## src/hw/rtl/dspp_pkg.sv

```systemverilog
`timescale 1ns / 1ps
// ----------------------------------------------------------------------------
// dspp_pkg
// Shared types and opcodes of the dual stepper position pulser.
// ----------------------------------------------------------------------------
package dspp_pkg;

	localparam int unsigned PosW = 16;
	localparam int unsigned PerW = 16;

	typedef enum logic [2:0] {
		OP_TICK   = 3'd0,
		OP_RUN    = 3'd1,
		OP_SET    = 3'd2,
		OP_STOP   = 3'd3,
		OP_ADJUST = 3'd4,
		OP_CLEAR  = 3'd5
	} op_t;

	typedef struct packed {
		logic [PosW-1:0] position;
		logic [PosW-1:0] goal;
		logic [PerW-1:0] reload;
		logic [PerW-1:0] countdown;
		logic            pulse_high;
		logic            finished;
		logic            dir_level;
		logic            driver_awake;
	} motor_state_t;

	typedef struct packed {
		logic            tick;
		logic            sel;
		logic [2:0]      opcode;
		logic [PosW-1:0] target;
		logic [PerW-1:0] period;
		logic [PosW-1:0] delta;
	} motor_cmd_t;

	localparam motor_state_t MotorReset = '{
		position:     '0,
		goal:         '0,
		reload:       '0,
		countdown:    '0,
		pulse_high:   1'b0,
		finished:     1'b1,
		dir_level:    1'b1,
		driver_awake: 1'b0
	};

endpackage

```

## src/hw/rtl/dspp_cmd_if.sv

```systemverilog
`timescale 1ns / 1ps
// ----------------------------------------------------------------------------
// dspp_cmd_if
// Request channel: one opcode with its operands per request.
// ----------------------------------------------------------------------------
interface dspp_cmd_if;
	logic               valid;
	logic               ready;
	logic        [2:0]  opcode;
	logic               motor;
	logic signed [15:0] target;
	logic        [15:0] period;
	logic signed [15:0] delta;

	modport source (output valid, opcode, motor, target, period, delta, input ready);
	modport sink (input valid, opcode, motor, target, period, delta, output ready);
endinterface

```

## src/hw/rtl/dspp_res_if.sv

```systemverilog
`timescale 1ns / 1ps
// ----------------------------------------------------------------------------
// dspp_res_if
// Result channel: pin levels and positions of both motors.
// ----------------------------------------------------------------------------
interface dspp_res_if;
	logic               valid;
	logic               ready;
	logic               step_pin_a;
	logic               step_pin_b;
	logic               dir_pin_a;
	logic               dir_pin_b;
	logic               awake_a;
	logic               awake_b;
	logic               done_a;
	logic               done_b;
	logic signed [15:0] position_a;
	logic signed [15:0] position_b;

	modport source (
		output valid, step_pin_a, step_pin_b, dir_pin_a, dir_pin_b, awake_a, awake_b,
		       done_a, done_b, position_a, position_b,
		input  ready
	);
	modport sink (
		input  valid, step_pin_a, step_pin_b, dir_pin_a, dir_pin_b, awake_a, awake_b,
		       done_a, done_b, position_a, position_b,
		output ready
	);
endinterface

```

## src/hw/rtl/dual_stepper_position_pulser_top.sv

```systemverilog
`timescale 1ns / 1ps
// ----------------------------------------------------------------------------
// dual_stepper_position_pulser_top
// Step/direction generator for two stepper motors driven by an opcode stream.
// ----------------------------------------------------------------------------
// The result of an accepted request is in the output register in the next cycle.
// Throughput: one request per cycle when not stalled; both updates are single-pass.
// A request is taken whenever the output register is empty or being drained.
// Reset: positions, goals and periods clear, both motors done and asleep,
// direction pins high, output register empty.
module dual_stepper_position_pulser_top
	import dspp_pkg::*;
(
	input  logic          clk,
	input  logic          arst_n,
	dspp_cmd_if.sink      cmd,
	dspp_res_if.source    res
);

	motor_state_t st_q  [2];
	motor_state_t st_nx [2];
	motor_cmd_t   mcmd  [2];
	logic         valid_s1;
	logic         accept;

	assign cmd.ready = !valid_s1 || res.ready;
	assign accept    = cmd.valid && cmd.ready;

	for (genvar m = 0; m < 2; m++) begin : g_motor
		always_comb begin
			mcmd[m].tick   = (cmd.opcode == OP_TICK);
			mcmd[m].sel    = (cmd.motor == 1'(m));
			mcmd[m].opcode = cmd.opcode;
			mcmd[m].target = cmd.target;
			mcmd[m].period = cmd.period;
			mcmd[m].delta  = cmd.delta;
		end

		dspp_motor u_motor (
			.cur    (st_q[m]),
			.cmd    (mcmd[m]),
			.dir_up (m == 0 ? 1'b1 : 1'b0),
			.nxt    (st_nx[m])
		);

		always_ff @(posedge clk or negedge arst_n) begin
			if (!arst_n) begin
				st_q[m] <= MotorReset;
			end else if (accept) begin
				st_q[m] <= st_nx[m];
			end
		end
	end

	always_ff @(posedge clk or negedge arst_n) begin
		if (!arst_n) begin
			valid_s1 <= 1'b0;
		end else if (accept) begin
			valid_s1 <= 1'b1;
		end else if (res.ready) begin
			valid_s1 <= 1'b0;
		end
	end

	// result payload: shown straight from the committed motor state
	assign res.valid      = valid_s1;
	assign res.step_pin_a = st_q[0].pulse_high;
	assign res.step_pin_b = st_q[1].pulse_high;
	assign res.dir_pin_a  = st_q[0].dir_level;
	assign res.dir_pin_b  = st_q[1].dir_level;
	assign res.awake_a    = st_q[0].driver_awake;
	assign res.awake_b    = st_q[1].driver_awake;
	assign res.done_a     = st_q[0].finished;
	assign res.done_b     = st_q[1].finished;
	assign res.position_a = $signed(st_q[0].position);
	assign res.position_b = $signed(st_q[1].position);

endmodule

```

## src/hw/rtl/dspp_motor.sv

```systemverilog
`timescale 1ns / 1ps
// ----------------------------------------------------------------------------
// dspp_motor
// Next-state logic of one motor: countdown, step pulse and command update.
// ----------------------------------------------------------------------------
module dspp_motor
	import dspp_pkg::*;
(
	input  motor_state_t cur,
	input  motor_cmd_t   cmd,
	input  logic         dir_up,
	output motor_state_t nxt
);

	logic [PerW-1:0] cd_dec;

	always_comb begin
		nxt    = cur;
		cd_dec = (cur.countdown != '0) ? cur.countdown - PerW'(1) : '0;
		if (cmd.tick) begin
			if (!cur.finished) begin
				if (cd_dec != '0) begin
					nxt.countdown = cd_dec;
				end else begin
					nxt.countdown = cur.reload;
					if (cur.pulse_high) begin
						nxt.pulse_high = 1'b0;
					end else if ($signed(cur.position) < $signed(cur.goal)) begin
						nxt.dir_level  = dir_up;
						nxt.position   = cur.position + PosW'(1);
						nxt.pulse_high = 1'b1;
					end else if ($signed(cur.position) > $signed(cur.goal)) begin
						nxt.dir_level  = ~dir_up;
						nxt.position   = cur.position - PosW'(1);
						nxt.pulse_high = 1'b1;
					end else begin
						nxt.finished     = 1'b1;
						nxt.driver_awake = 1'b0;
					end
				end
			end
		end else if (cmd.sel) begin
			case (cmd.opcode)
				OP_RUN: begin
					nxt.goal         = cmd.target;
					nxt.reload       = cmd.period;
					nxt.finished     = 1'b0;
					nxt.driver_awake = 1'b1;
				end
				OP_SET: begin
					nxt.goal   = cmd.target;
					nxt.reload = cmd.period;
				end
				OP_STOP: begin
					nxt.finished     = 1'b1;
					nxt.driver_awake = 1'b0;
				end
				OP_ADJUST: nxt.position = cur.position + cmd.delta;
				OP_CLEAR:  nxt.position = '0;
				default:   nxt = cur;
			endcase
		end
	end

endmodule

```

## src/flat_wrapper.sv

```systemverilog
// flat-port wrapper written by rule: the top's interface ports become plain ports
module dual_stepper_position_pulser_top_flat import dspp_pkg::*;
  (clk, arst_n, cmd_valid, cmd_opcode, cmd_motor, cmd_target, cmd_period, cmd_delta, cmd_ready, res_valid, res_step_pin_a, res_step_pin_b, res_dir_pin_a, res_dir_pin_b, res_awake_a, res_awake_b, res_done_a, res_done_b, res_position_a, res_position_b, res_ready);
  dspp_cmd_if cmd_i ();
  dspp_res_if res_i ();
  input  logic clk;
  input  logic arst_n;
  input wire logic [$bits(cmd_i.valid)-1:0] cmd_valid;
  input wire logic [$bits(cmd_i.opcode)-1:0] cmd_opcode;
  input wire logic [$bits(cmd_i.motor)-1:0] cmd_motor;
  input wire logic [$bits(cmd_i.target)-1:0] cmd_target;
  input wire logic [$bits(cmd_i.period)-1:0] cmd_period;
  input wire logic [$bits(cmd_i.delta)-1:0] cmd_delta;
  output wire logic [$bits(cmd_i.ready)-1:0] cmd_ready;
  output wire logic [$bits(res_i.valid)-1:0] res_valid;
  output wire logic [$bits(res_i.step_pin_a)-1:0] res_step_pin_a;
  output wire logic [$bits(res_i.step_pin_b)-1:0] res_step_pin_b;
  output wire logic [$bits(res_i.dir_pin_a)-1:0] res_dir_pin_a;
  output wire logic [$bits(res_i.dir_pin_b)-1:0] res_dir_pin_b;
  output wire logic [$bits(res_i.awake_a)-1:0] res_awake_a;
  output wire logic [$bits(res_i.awake_b)-1:0] res_awake_b;
  output wire logic [$bits(res_i.done_a)-1:0] res_done_a;
  output wire logic [$bits(res_i.done_b)-1:0] res_done_b;
  output wire logic [$bits(res_i.position_a)-1:0] res_position_a;
  output wire logic [$bits(res_i.position_b)-1:0] res_position_b;
  input wire logic [$bits(res_i.ready)-1:0] res_ready;
  assign cmd_i.valid = cmd_valid;
  assign cmd_i.opcode = cmd_opcode;
  assign cmd_i.motor = cmd_motor;
  assign cmd_i.target = cmd_target;
  assign cmd_i.period = cmd_period;
  assign cmd_i.delta = cmd_delta;
  assign cmd_ready = cmd_i.ready;
  assign res_valid = res_i.valid;
  assign res_step_pin_a = res_i.step_pin_a;
  assign res_step_pin_b = res_i.step_pin_b;
  assign res_dir_pin_a = res_i.dir_pin_a;
  assign res_dir_pin_b = res_i.dir_pin_b;
  assign res_awake_a = res_i.awake_a;
  assign res_awake_b = res_i.awake_b;
  assign res_done_a = res_i.done_a;
  assign res_done_b = res_i.done_b;
  assign res_position_a = res_i.position_a;
  assign res_position_b = res_i.position_b;
  assign res_i.ready = res_ready;
  dual_stepper_position_pulser_top u_core (.clk(clk), .arst_n(arst_n), .cmd(cmd_i), .res(res_i));
endmodule
```

## config.mk

```make
export PLATFORM = sky130hd
export DESIGN_NAME = dual_stepper_position_pulser_top_flat
export DESIGN_NICKNAME = d
export VERILOG_FILES = /design/src/hw/rtl/dspp_pkg.sv /design/src/hw/rtl/dspp_cmd_if.sv /design/src/hw/rtl/dspp_res_if.sv /design/src/hw/rtl/dual_stepper_position_pulser_top.sv /design/src/hw/rtl/dspp_motor.sv /design/src/flat_wrapper.sv
export SDC_FILE = /design/constraint.sdc
export NUM_CORES = 1
export LEC_CHECK = 0
export BUFFER_PORTS_ARGS = -buffer_cell sky130_fd_sc_hd__buf_2
export CORE_ASPECT_RATIO = 0.7
export CORE_MARGIN = 8
export CORE_UTILIZATION = 45
export DETAILED_ROUTE_END_ITERATION = 6
export GPL_TIMING_DRIVEN = 0
export PLACE_DENSITY = 0.65
export RECOVER_POWER = 25
export SETUP_SLACK_MARGIN = 0.15
export SYNTH_ARGS = -nofsm -noshare
export SYNTH_HDL_FRONTEND = slang
export SYNTH_SLANG_ARGS = --single-unit
```

## constraint.sdc

```tcl
create_clock -name clk -period 4.9 [get_ports clk]
set_clock_uncertainty 0.05 [all_clocks]
set_input_delay 0.98 -clock clk [delete_from_list [all_inputs] [get_ports clk]]
set_output_delay 0.98 -clock clk [all_outputs]
set_load 0.005 [all_outputs]
```

== Word-level counts from Yosys, hierarchy flattened ==
Index checks and enable logic that the tools add are counted.
Widths: inputs -> output; s select.
Cells by class
  add/sub/neg operators: 8
  order comparisons: 4
  equal/unequal tests: 18
  muxes and demuxes: 52
  bitwise operators: 8
  reductions and logical operators: 29
Operators with widths (number)
  $mux 16: 16
  $mux 68: 2
  $mux 20: 4
  $mux 32: 2
  $pmux 16 s2: 2
  $reduce_bool 16->1: 4
  $sub 16x1->16 const B: 4
  $add 16x1->16 const B: 2
  $add 16x16->16: 2
  $gt 16x16->1: 2
  $lt 16x16->1: 2
  $mux 1: 20
  $ne 2x2->1 const B: 10
  $reduce_and 4->1: 4
  $reduce_and 8->1: 2
  $reduce_and 7->1: 2
  $reduce_and 3->1: 4
  $reduce_and 6->1: 2
  $mux 4: 2
  $not 1->1: 8
  $reduce_bool 2->1: 4
  $eq 3x2->1 const B: 2
  $eq 3x3->1 const B: 2
  $mux 3: 2
  other kinds (11): 13
Word-level totals
  flip-flop bits (word level): 137
  bits of input ports: 56
  word-level logic and storage cells: 136

== Longest topological paths before layout ==
Gate-level depths: netlist of run 1.
  depth in word-level cells: 7
  gate-level depth with buffers: 18

== Modules after synthesis ==
Synthesis of run 1 repeated with hierarchy kept, for this count alone.
Second synthesis, totals
  cell total of the unflattened synthesis: 1343
  area total of the unflattened synthesis: 12325.6 um^2
By module, submodules not included
  dual_stepper_position_pulser_top: instances 1, cells an instance 326, area each 5504.0 um^2, sequential area each 3433.3 um^2
  dspp_motor at u_core.g_motor[0].u_motor: instances 1, cells an instance 508, area each 3414.5 um^2, sequential area each 0.0 um^2
  dspp_motor at u_core.g_motor[1].u_motor: instances 1, cells an instance 509, area each 3407.0 um^2, sequential area each 0.0 um^2

== Least setup slack after synthesis of run 1 ==
Ideal clock, no wire load.
  kind: flip-flop to flip-flop
  start: register u_core.st_q, in the netlist u_core.res.position_b[15]
  end: register u_core.st_q, in the netlist u_core.res.position_b[14]
  data arrival time: 3521 ps
  data required time: 4763 ps
  path slack: 1242 ps
  stages on the path, launching flop included: 17
  path buffers: 1
  cell sequence: dfrtp_1 ha_1 buf_4 nand4_2 nor4_4 a211oi_4 xnor2_2 xnor2_1 ha_1 inv_1 or3_1 nor3_1 mux2i_1 nor4_1 a31oi_1 o32a_1 o211ai_1
Between the ends
  cells in the longest elaborated chain, start to end: 6
RTL lines
  from (decl): RTL line dual_stepper_position_pulser_top.sv:20  | motor_state_t st_q [2];
  from (signal, indexed assignment): RTL line dual_stepper_position_pulser_top.sv:48  | st_q[m] <= MotorReset;
  from (signal, indexed assignment): RTL line dual_stepper_position_pulser_top.sv:50  | st_q[m] <= st_nx[m];
  $lt 16x16->1: RTL line dspp_motor.sv:28  | end else if ($signed(cur.position) < $signed(cur.goal)) begin
  $mux 16: RTL line dspp_motor.sv:28
  $mux 16: RTL line dspp_motor.sv:26  | if (cur.pulse_high) begin
  $mux 16: RTL line dspp_motor.sv:22  | if (cd_dec != '0) begin
  $mux 16: RTL line dspp_motor.sv:21  | if (!cur.finished) begin
  $mux 16: RTL line dspp_motor.sv:20  | if (cmd.tick) begin
Parallel ways exist; a longest one is shown, timed or not. The select of a mux whose other input is x is not followed.
A chain may end at the register's enable or synchronous reset.

== Worst setup path in the final report of run 1 ==
Same ends and word-level chain as after synthesis.

==> impl_metrics.json, run 1 <==
{
  "gp_congestion": 0.913,
  "initial_core_util_pct": 45.2,
  "synth-async-reset-ratio_pct": 100,
  "total_power_mw": 6.42,
  "clk_latency_ns": 0.43,
  "r2r_slack_ns": 0.68,
  "n_fill_cell": 2091,
  "wl_per_cell_um": 20.0,
  "layout_commonest_cell": "dfrtp_1",
  "status": "finished with violations",
  "violations": "capacitance limit, slew limit",
  "drtAntennaViolNets": 0,
  "worst_slew_pin_slew_ns": 3.58,
  "clockBufferDepth": 2,
  "hold_start": "u_core.st_q[48]",
  "cap_violations": 1,
  "grt_pass1_wl_um": 49700,
  "stdcell_count": 1569,
  "port_buffers": 96,
  "synthCells": 1152,
  "max_clock_freq_mhz": 237,
  "final_max_slew_viol_count": 73,
  "crit_arrival_ns": 4.52,
  "ir_drop_v": 0.000277,
  "critPathKind": "reg2reg",
  "die_w_um": 195,
  "end_kind": "flip-flop",
  "track_usage_pct": 22.6,
  "fp-row-count": 46,
  "h-tree-depth": 4,
  "path_clk_slew_ns": 0.07,
  "numCtsBuffers": 17,
  "ctsResizeCount": 0,
  "ctsHoldBuffers": 0,
  "grt_start_max_net_pins": 74,
  "finalHoldWorstSlack_ns": 0.454,
  "ios": 98,
  "root_buffer": "clkbuf_16",
  "ys_warn_count": 0,
  "cts_tree": "yes",
  "post-dp-hpwl_um": 24000,
  "r2r_cells": 16,
  "postCtsSetupBuffers": 0,
  "ys_ff_latch": 137,
  "rr_startpoint": "u_core.res.position_b[15]",
  "dieArea_mm2": 0.0276,
  "finalNetCount": 1394,
  "rsz0062_at_grt": "false",
  "hold_viol_final": 0,
  "rr_endpoint": "u_core.res.position_b[14]",
  "yosysUniqueCellTypes": 84,
  "first_iter_violations": 1039,
  "dp_cells": 1537,
  "grt_overflow": 0,
  "firstDrtPassIters": 5,
  "cp_max_fo": 9,
  "hp-class": "reg2reg",
  "yosys_most_used_dff": "dfrtp_1",
  "totalWireLength_um": 31400,
  "maxSlewHeadroom_pct": -139,
  "synth-edff-count": 0,
  "clock_sinks": 137,
  "setup_viol": 0,
  "crit_path_start_kind": "flip-flop",
  "vias": 9339,
  "seq_area_frac_synth_pct": 34.0,
  "period_minus_slack_ns": 4.22,
  "avgSynthCellArea_um2": 8.77,
  "antenna_found_initial": 1,
  "grt_pass1_vias": 8882,
  "die_y_um": 141,
  "period_share_pct": 86.2,
  "antennaDiodeCount": 0,
  "finalSetupTns_ns": 0,
  "viasPerCell": 5.95,
  "syn_area_mm2": 0.0101,
  "drc": 0,
  "layout_common_cells": "dfrtp_1, buf_2, a21oi_1, nand2_1, nor2_1",
  "cp-startpoint": "u_core.res.position_b[15]",
  "power.density_mw_per_mm2": 552,
  "core-area_mm2": 0.0223,
  "worstPathRequired_ns": 5.20,
  "syn2layout_area_growth_pct": 15.1,
  "leakage_nw": 5.11,
  "drive_gt1_share_pct": 20.1,
  "synth.net_count": 1278,
  "cp-endpoint": "u_core.res.position_b[14]"
}
## worst max-delay path, stage by stage (launching register included)
cell,delay [ns]
dfrtp_1,0.45
ha_1,0.31
buf_4,0.18
nand4_2,0.18
nor4_4,0.46
a211oi_4,0.16
xnor2_2,0.43
xnor2_1,0.19
ha_1,0.28
inv_1,0.13
or3_1,0.32
nor3_1,0.14
mux2i_1,0.12
nor4_1,0.19
a31oi_1,0.09
o32a_1,0.30
o211ai_1,0.15
## cell usage after synthesis (28+ instances only)
| cell type | number | area, um2 |
|---|---|---|
| nand2_1 | 88 | 330 |
| nand3_1 | 28 | 140 |
| dfrtp_1 | 133 | 3330 |
| o21ai_0 | 81 | 405 |
| mux2_2 | 47 | 529 |
| o21ai_1 | 28 | 140 |
| nor2_1 | 86 | 323 |
| nor3_1 | 37 | 185 |
| ha_1 | 68 | 851 |
| inv_1 | 69 | 259 |
| a21oi_1 | 88 | 440 |
| clkbuf_1 | 32 | 120 |
| buf_4 | 33 | 248 |
## stage by stage
step / setup slack, ns / cell area (um2) / util [%]
2_1_floorplan: 1.24 / 10100 / -
6_report: 0.678 / 11600 / 52.0
5_1_grt: 0.281 / 11600 / 52.0
3_3_place_gp: 0.654 / 10900 / 49.0
3_5_place_dp: 0.707 / 11000 / 49.1
4_1_cts: 0.669 / 11600 / 52.0
## layout make-up
cell class	count	area, um2	area share [%]
well taps	288	360	3.10
clock inverters	9	161	1.39
plain buffers	80	460	3.96
flip-flops and latches	137	3430	29.5
repair buffers	97	513	4.41
clock buffers	23	488	4.20
inverters	69	259	2.23
multi-input cells	866	5950	51.2
## worst min-delay path by stage
stage,endpoint,cells past startpoint
2_1_floorplan,u_core.st_q[91],1
3_3_place_gp,u_core.res.awake_b,2
3_5_place_dp,u_core.st_q[44],1
4_1_cts,u_core.st_q[40],1
5_1_grt,u_core.st_q[42],1
6_report,u_core.st_q[48],1
## kinds of logic after synthesis
logic type,Yosys count,share of synthesized area [%]
fa+ha+maj,70,8.82
flops,137,34.0
xor+xnor,41,3.78
simple gates,356,18.6
buf+inv,149,7.12
compound gates,346,21.8
mux,53,5.85
## state kept, by name (all words and copies together), names as in the netlist
signal and flops:
u_core.st_q 96, u_core.res.position_a 16, u_core.res.step_pin_b 1, u_core.res.awake_b 1, u_core.res.awake_a 1, u_core.res.done_a 1
u_core.res.dir_pin_b 1, u_core.res.dir_pin_a 1, u_core.res.valid 1, u_core.res.step_pin_a 1, u_core.res.position_b 16, u_core.res.done_b 1
## report_power, final
part	switching [mW]	total, mW	internal (mW)	leakage (nW)
combinational	1.71	3.05	1.34	3.10
sequential	0.479	1.93	1.45	1.69
clock	0.532	1.44	0.912	0.311
total	2.72	6.42	3.70	5.11
## metal layers
metal	up-vias	global-route usage, %	wire [um]
li1	4430	-	-
met1	4487	33.3	15000
met2	382	32.9	13400
met3	38	4.97	2530
met4	2	5.41	458
met5	-	0	11
Power figures use the tool's default switching activity.
==> inputs of run 2 (changes only) <==
- CELL_PAD_IN_SITES_DETAIL_PLACEMENT: default -> 1
- CELL_PAD_IN_SITES_GLOBAL_PLACEMENT: default -> 1
- PLACE_DENSITY: 0.65 -> 0.81
==> run 2 against run 1 <==
The run still ends with capacitance limit, slew limit left. Largest cell class unchanged. Via count rose by 4.6%. Hold slack improved by 0.0026 ns. Setup slack got worse by 0.21 ns. Critical endpoint unchanged. Critical path type unchanged.
==> impl_metrics.json, run 2 (synthesis gave the netlist of run 1 again) <==
{
  "status": "finished with violations",
  "violations": "capacitance limit, slew limit",
  "fin_area_mm2": 0.0116,
  "final_util_pct": 52.1,
  "die_y_um": 141,
  "viasPerCell": 6.22,
  "ir_drop_v": 0.000282,
  "path_clk_slew_ns": 0.06,
  "die_w_um": 195,
  "track_usage_pct": 26.1,
  "use_met3_pct": 4.99,
  "syn2layout_area_growth_pct": 15.2,
  "initial_core_util_pct": 45.2,
  "p_seq_share_pct": 29.5,
  "clock_sinks": 137,
  "power.density_mw_per_mm2": 571,
  "drtAntennaViolNets": 0,
  "fp-row-count": 46,
  "crit_path_start_kind": "flip-flop",
  "root_buffer": "clkbuf_16",
  "cts_tree": "yes",
  "placed_area_mm2": 0.0110,
  "ctsResizeCount": 0,
  "max_clock_freq_mhz": 226,
  "leakage_nw": 5.12,
  "busiest_layer": "met2",
  "grt_start_max_net_pins": 92,
  "first_iter_violations": 849,
  "final_max_slew_viol_count": 48,
  "worst_slew_pin_slew_ns": 2.77,
  "period_share_pct": 90.5,
  "clk_latency_ns": 0.44,
  "critPathKind": "reg2reg",
  "grt_pass1_wl_um": 57300,
  "setup_viol": 0,
  "layout_commonest_cell": "dfrtp_1",
  "regMostFlops": "u_core.st_q",
  "clockBufferDepth": 2,
  "ctsHoldBuffers": 0,
  "antenna_found_initial": 2,
  "use_met1_pct": 37.0,
  "ios": 98,
  "crit_arrival_ns": 4.74,
  "grt_overflow": 0,
  "numCtsBuffers": 17,
  "gp_congestion": 0.903,
  "finalNetCount": 1395,
  "intPower_mw": 3.81,
  "grtUsageMet2_pct": 39.2,
  "totalWireLength_um": 35900,
  "layout_common_cells": "dfrtp_1, buf_2, a21oi_1, nand2_1, nor2_1",
  "hold_viol_final": 0,
  "dieArea_mm2": 0.0276,
  "finalHoldWorstSlack_ns": 0.457,
  "vias": 9766,
  "rsz0062_at_grt": "false",
  "maxSlewHeadroom_pct": -84.9,
  "drc": 0,
  "h-tree-depth": 4,
  "post-dp-hpwl_um": 26800,
  "pwr-share-clk_pct": 23.2,
  "switching_share_pct": 42.7,
  "period_minus_slack_ns": 4.43,
  "core-area_mm2": 0.0223,
  "largest_reg_flops": 96,
  "firstDrtPassIters": 5,
  "p_comb_share_pct": 47.3,
  "grt_pass1_vias": 10100,
  "power_switching_mw": 2.83,
  "cp_max_fo": 9,
  "end_kind": "flip-flop",
  "port_buffers": 96,
  "hp-class": "reg2reg",
  "worstPathRequired_ns": 5.21,
  "wl_per_cell_um": 22.8,
  "cap_violations": 1,
  "finalSetupTns_ns": 0,
  "drive_gt1_share_pct": 20.0,
  "postCtsSetupBuffers": 0
}
run 2: final timing paths:
kind / from / endpoint / slack (ns) / cells after the start
min in group asynchronous: arst_n / u_core.st_q[115] / 1.37 / 1
worst min register to register: u_core.st_q[50] / u_core.st_q[50] / 0.46 / 1
worst max-delay path: u_core.res.position_b[15] / u_core.res.position_b[14] / 0.47 / 16
worst max register to register: u_core.res.position_b[15] / u_core.res.position_b[14] / 0.47 / 16
worst min-delay path: u_core.st_q[50] / u_core.st_q[50] / 0.46 / 1
max in group asynchronous: arst_n / u_core.st_q[74] / 0.82 / 2
run 2: power groups by stage:
stage / logic (mW) / registers, mW / clock network [mW]
finish: 3.14 / 1.96 / 1.54
global route: 3.49 / 2.00 / 1.59
CTS: 3.12 / 1.94 / 1.55
detailed placement: 3.06 / 1.95 / 0
global placement: 2.94 / 1.93 / 0
floorplan: 2.29 / 1.74 / 0
run 2: cell type report:
type                    count  area, um2
fillers                  2655      10700
inverters                  69        259
repair buffers             98        492
clock inverters             7        185
clock buffers              25        495
diodes                      1       2.50
flip-flops and latches    137       3430
well taps                 288        360
plain buffers              80        460
multi-input cells         866       5950
run 2: critical path, stage by stage, from the launching register on:
cell	delay [ns]
dfrtp_1	0.46
ha_1	0.31
buf_4	0.18
nand4_2	0.18
nor4_4	0.48
a211oi_4	0.17
xnor2_2	0.45
xnor2_1	0.18
ha_1	0.29
inv_1	0.14
or3_1	0.32
nor3_1	0.15
mux2i_1	0.13
nor4_1	0.24
a31oi_1	0.12
o32a_1	0.31
o211ai_1	0.17
run 2: metal layers:
| metal | up-vias | wire [um] |
|---|---|---|
| li1 | 4438 | - |
| met1 | 4910 | 17200 |
| met2 | 337 | 15500 |
| met3 | 79 | 2140 |
| met4 | 2 | 1040 |
| met5 | - | 13 |
run 2: stage by stage:
step / power (mW) / setup WS [ns] / cells
3_5_place_dp: 5.01 / 0.552 / 1538
3_3_place_gp: 4.87 / 0.691 / 1536
2_1_floorplan: 4.03 / 1.24 / 1152
4_1_cts: 6.61 / 0.496 / 1570
6_report: 6.64 / 0.466 / 1571
5_1_grt: 7.08 / 0.166 / 1571
==> inputs of run 3 (changes only) <==
- CORE_UTILIZATION: 45 -> 28
- PLACE_DENSITY: 0.81 -> 0.56
==> run 3 against run 2 <==
The flow still finishes with violations (capacitance limit, slew limit). Die area up 54%. Power down 2.9%. Utilization down 19 points. Clock power down 12%. Sequential power about the same. Cell count up 12%. Design area up 1.5%. Combinational power about the same. Maximum frequency up 0.51%. Via count down 5.9%. First-iteration DRC count down 29%. Global-route usage down 8.4 points. Largest cell class unchanged.
==> impl_metrics.json, run 3 (synthesis gave the netlist of run 1 again) <==
{
  "end_kind": "flip-flop",
  "regMostFlops": "u_core.st_q",
  "largest_reg_flops": 96,
  "drtAntennaViolNets": 0,
  "track_usage_pct": 17.7,
  "postCtsSetupBuffers": 0,
  "hp-class": "reg2reg",
  "path_clk_slew_ns": 0.07,
  "power.density_mw_per_mm2": 546,
  "n_fill_cell": 4258,
  "port_buffers": 96,
  "cap_violations": 2,
  "first_iter_violations": 603,
  "ir_drop_v": 0.000222,
  "cp_max_fo": 10,
  "drc": 0,
  "clock_sinks": 137,
  "syn2layout_area_growth_pct": 16.9,
  "period_share_pct": 90.0,
  "worstPathRequired_ns": 5.21,
  "dieArea_mm2": 0.0425,
  "status": "finished with violations",
  "vias": 9192,
  "worst_slew_pin_slew_ns": 2.18,
  "place_ws_ns": 0.455,
  "crit_path_start_kind": "flip-flop",
  "setup_viol": 0,
  "numCtsBuffers": 17,
  "root_buffer": "clkbuf_16",
  "seqCellArea_mm2": 0.00343,
  "die_y_um": 175,
  "h-tree-depth": 4,
  "totalWireLength_um": 37500,
  "crit_arrival_ns": 4.72,
  "clockBufferDepth": 2,
  "finalNetCount": 1395,
  "cts_tree": "yes",
  "fp-row-count": 58,
  "grt_start_max_net_pins": 76,
  "layout_common_cells": "dfrtp_1, buf_2, a21oi_1, nand2_1, nor2_1",
  "critPathKind": "reg2reg",
  "hold_viol_final": 0,
  "crit_top_cell": "ha_1",
  "firstDrtPassIters": 4,
  "die_w_um": 243,
  "initial_core_util_pct": 28.3,
  "layout_commonest_cell": "dfrtp_1",
  "ios": 98,
  "finalSetupTns_ns": 0,
  "core-area_mm2": 0.0357,
  "grt_pass1_wl_um": 58700,
  "antenna_found_initial": 4,
  "multi_input_area_mm2": 0.00596,
  "viasPerCell": 5.22,
  "cp_num_buf_inv": 1,
  "path_cells": "ha_1, nand3_1, o221ai_1, o2bb2ai_1, a211oi_4, xnor2_4, xnor2_1, ha_1, inv_1, or3_1, nor3_1, mux2i_1, nor4_1, a31oi_1, o32a_1, o211ai_1",
  "hold_start": "u_core.st_q[49]",
  "max_stage_delay_ns": 0.65,
  "violations": "capacitance limit, slew limit",
  "setup_ws_ns": 0.489,
  "post-dp-hpwl_um": 29600,
  "grt_pass1_vias": 9487,
  "cp-startpoint": "u_core.res.position_b[8]",
  "wl_per_cell_um": 21.3,
  "period_minus_slack_ns": 4.41,
  "max_clock_freq_mhz": 227,
  "clk_latency_ns": 0.44,
  "maxSlewHeadroom_pct": -45.4,
  "grt_overflow": 0,
  "leakage_nw": 5.08,
  "gp_congestion": 0.817,
  "rsz0062_at_grt": "false",
  "drive_gt1_share_pct": 20.4,
  "cp_top_family": "compound AO/OA/AOI/OAI gates",
  "rr_startpoint": "u_core.res.position_b[8]",
  "final_max_slew_viol_count": 140,
  "slowest_stage": "dfrtp_1"
}
==> run 3: worst reg2reg max path, cell delays in order, from the launching register on <==
cell and delay, ns:
dfrtp_1 0.65, ha_1 0.34, nand3_1 0.17, o221ai_1 0.16, o2bb2ai_1 0.18, a211oi_4 0.48, xnor2_4 0.24, xnor2_1 0.16
ha_1 0.29, inv_1 0.15, or3_1 0.32, nor3_1 0.17, mux2i_1 0.16, nor4_1 0.20, a31oi_1 0.11, o32a_1 0.31
o211ai_1 0.18
==> run 3: layer usage <==
layer / GRT usage (%) / part of all wire, % / vias up
li1: - / - / 4431
met1: 26.0 / 52 / 4586
met2: 25.7 / 42 / 127
met3: 3.72 / 3.9 / 42
met4: 4.99 / 1.6 / 6
met5: 0 / 0.085 / -
==> run 3: report_power, final <==
| part | switching (mW) | internal, mW | leakage, nW | total [mW] |
|---|---|---|---|---|
| clock | 0.529 | 0.821 | 0.287 | 1.35 |
| sequential | 0.516 | 1.45 | 1.69 | 1.96 |
| combinational | 1.78 | 1.36 | 3.10 | 3.13 |
==> run 3: per-stage QoR <==
step / power [mW] / instances / area [um2] / util, % / hold slack, ns
6_report: 6.45 / 1762 / 11800 / 33.1 / 0.453
3_5_place_dp: 5.08 / 1730 / 11200 / 31.4 / 0.446
4_1_cts: 6.46 / 1761 / 11800 / 33.1 / 0.458
3_3_place_gp: 5.00 / 1728 / 11200 / 31.3 / 0.441
2_1_floorplan: 4.03 / 1152 / 10100 / - / 0.425
5_1_grt: 6.93 / 1762 / 11800 / 33.1 / 0.474
==> run 3: final timing paths <==
path | to | slack [ns] | cells past startpoint
worst max-delay path | u_core.res.position_b[14] | 0.49 | 16
worst min-delay path | u_core.st_q[49] | 0.45 | 1
worst max register to register | u_core.res.position_b[14] | 0.49 | 16
worst min register to register | u_core.st_q[49] | 0.45 | 1
max in group asynchronous | u_core.st_q[20] | 1.10 | 2
min in group asynchronous | u_core.res.position_a[11] | 1.09 | 1
==> run 3: what timing repair did <==
item,in CTS,in global routing
hold buffers,0,0
setup endpoints to repair,0,1
gates resized for setup,0,1
==> run 3: area by class of cell <==
| type | instances | area share [%] |
|---|---|---|
| multi-input combinational | 866 | 50.5 |
| tap | 480 | 5.09 |
| buffer | 80 | 3.90 |
| timing repair buffer | 98 | 4.18 |
| inverter | 69 | 2.19 |
| sequential | 137 | 29.1 |
| clock buffer | 19 | 3.84 |
| clock inverter | 12 | 1.26 |
| antenna | 1 | 0.0212 |
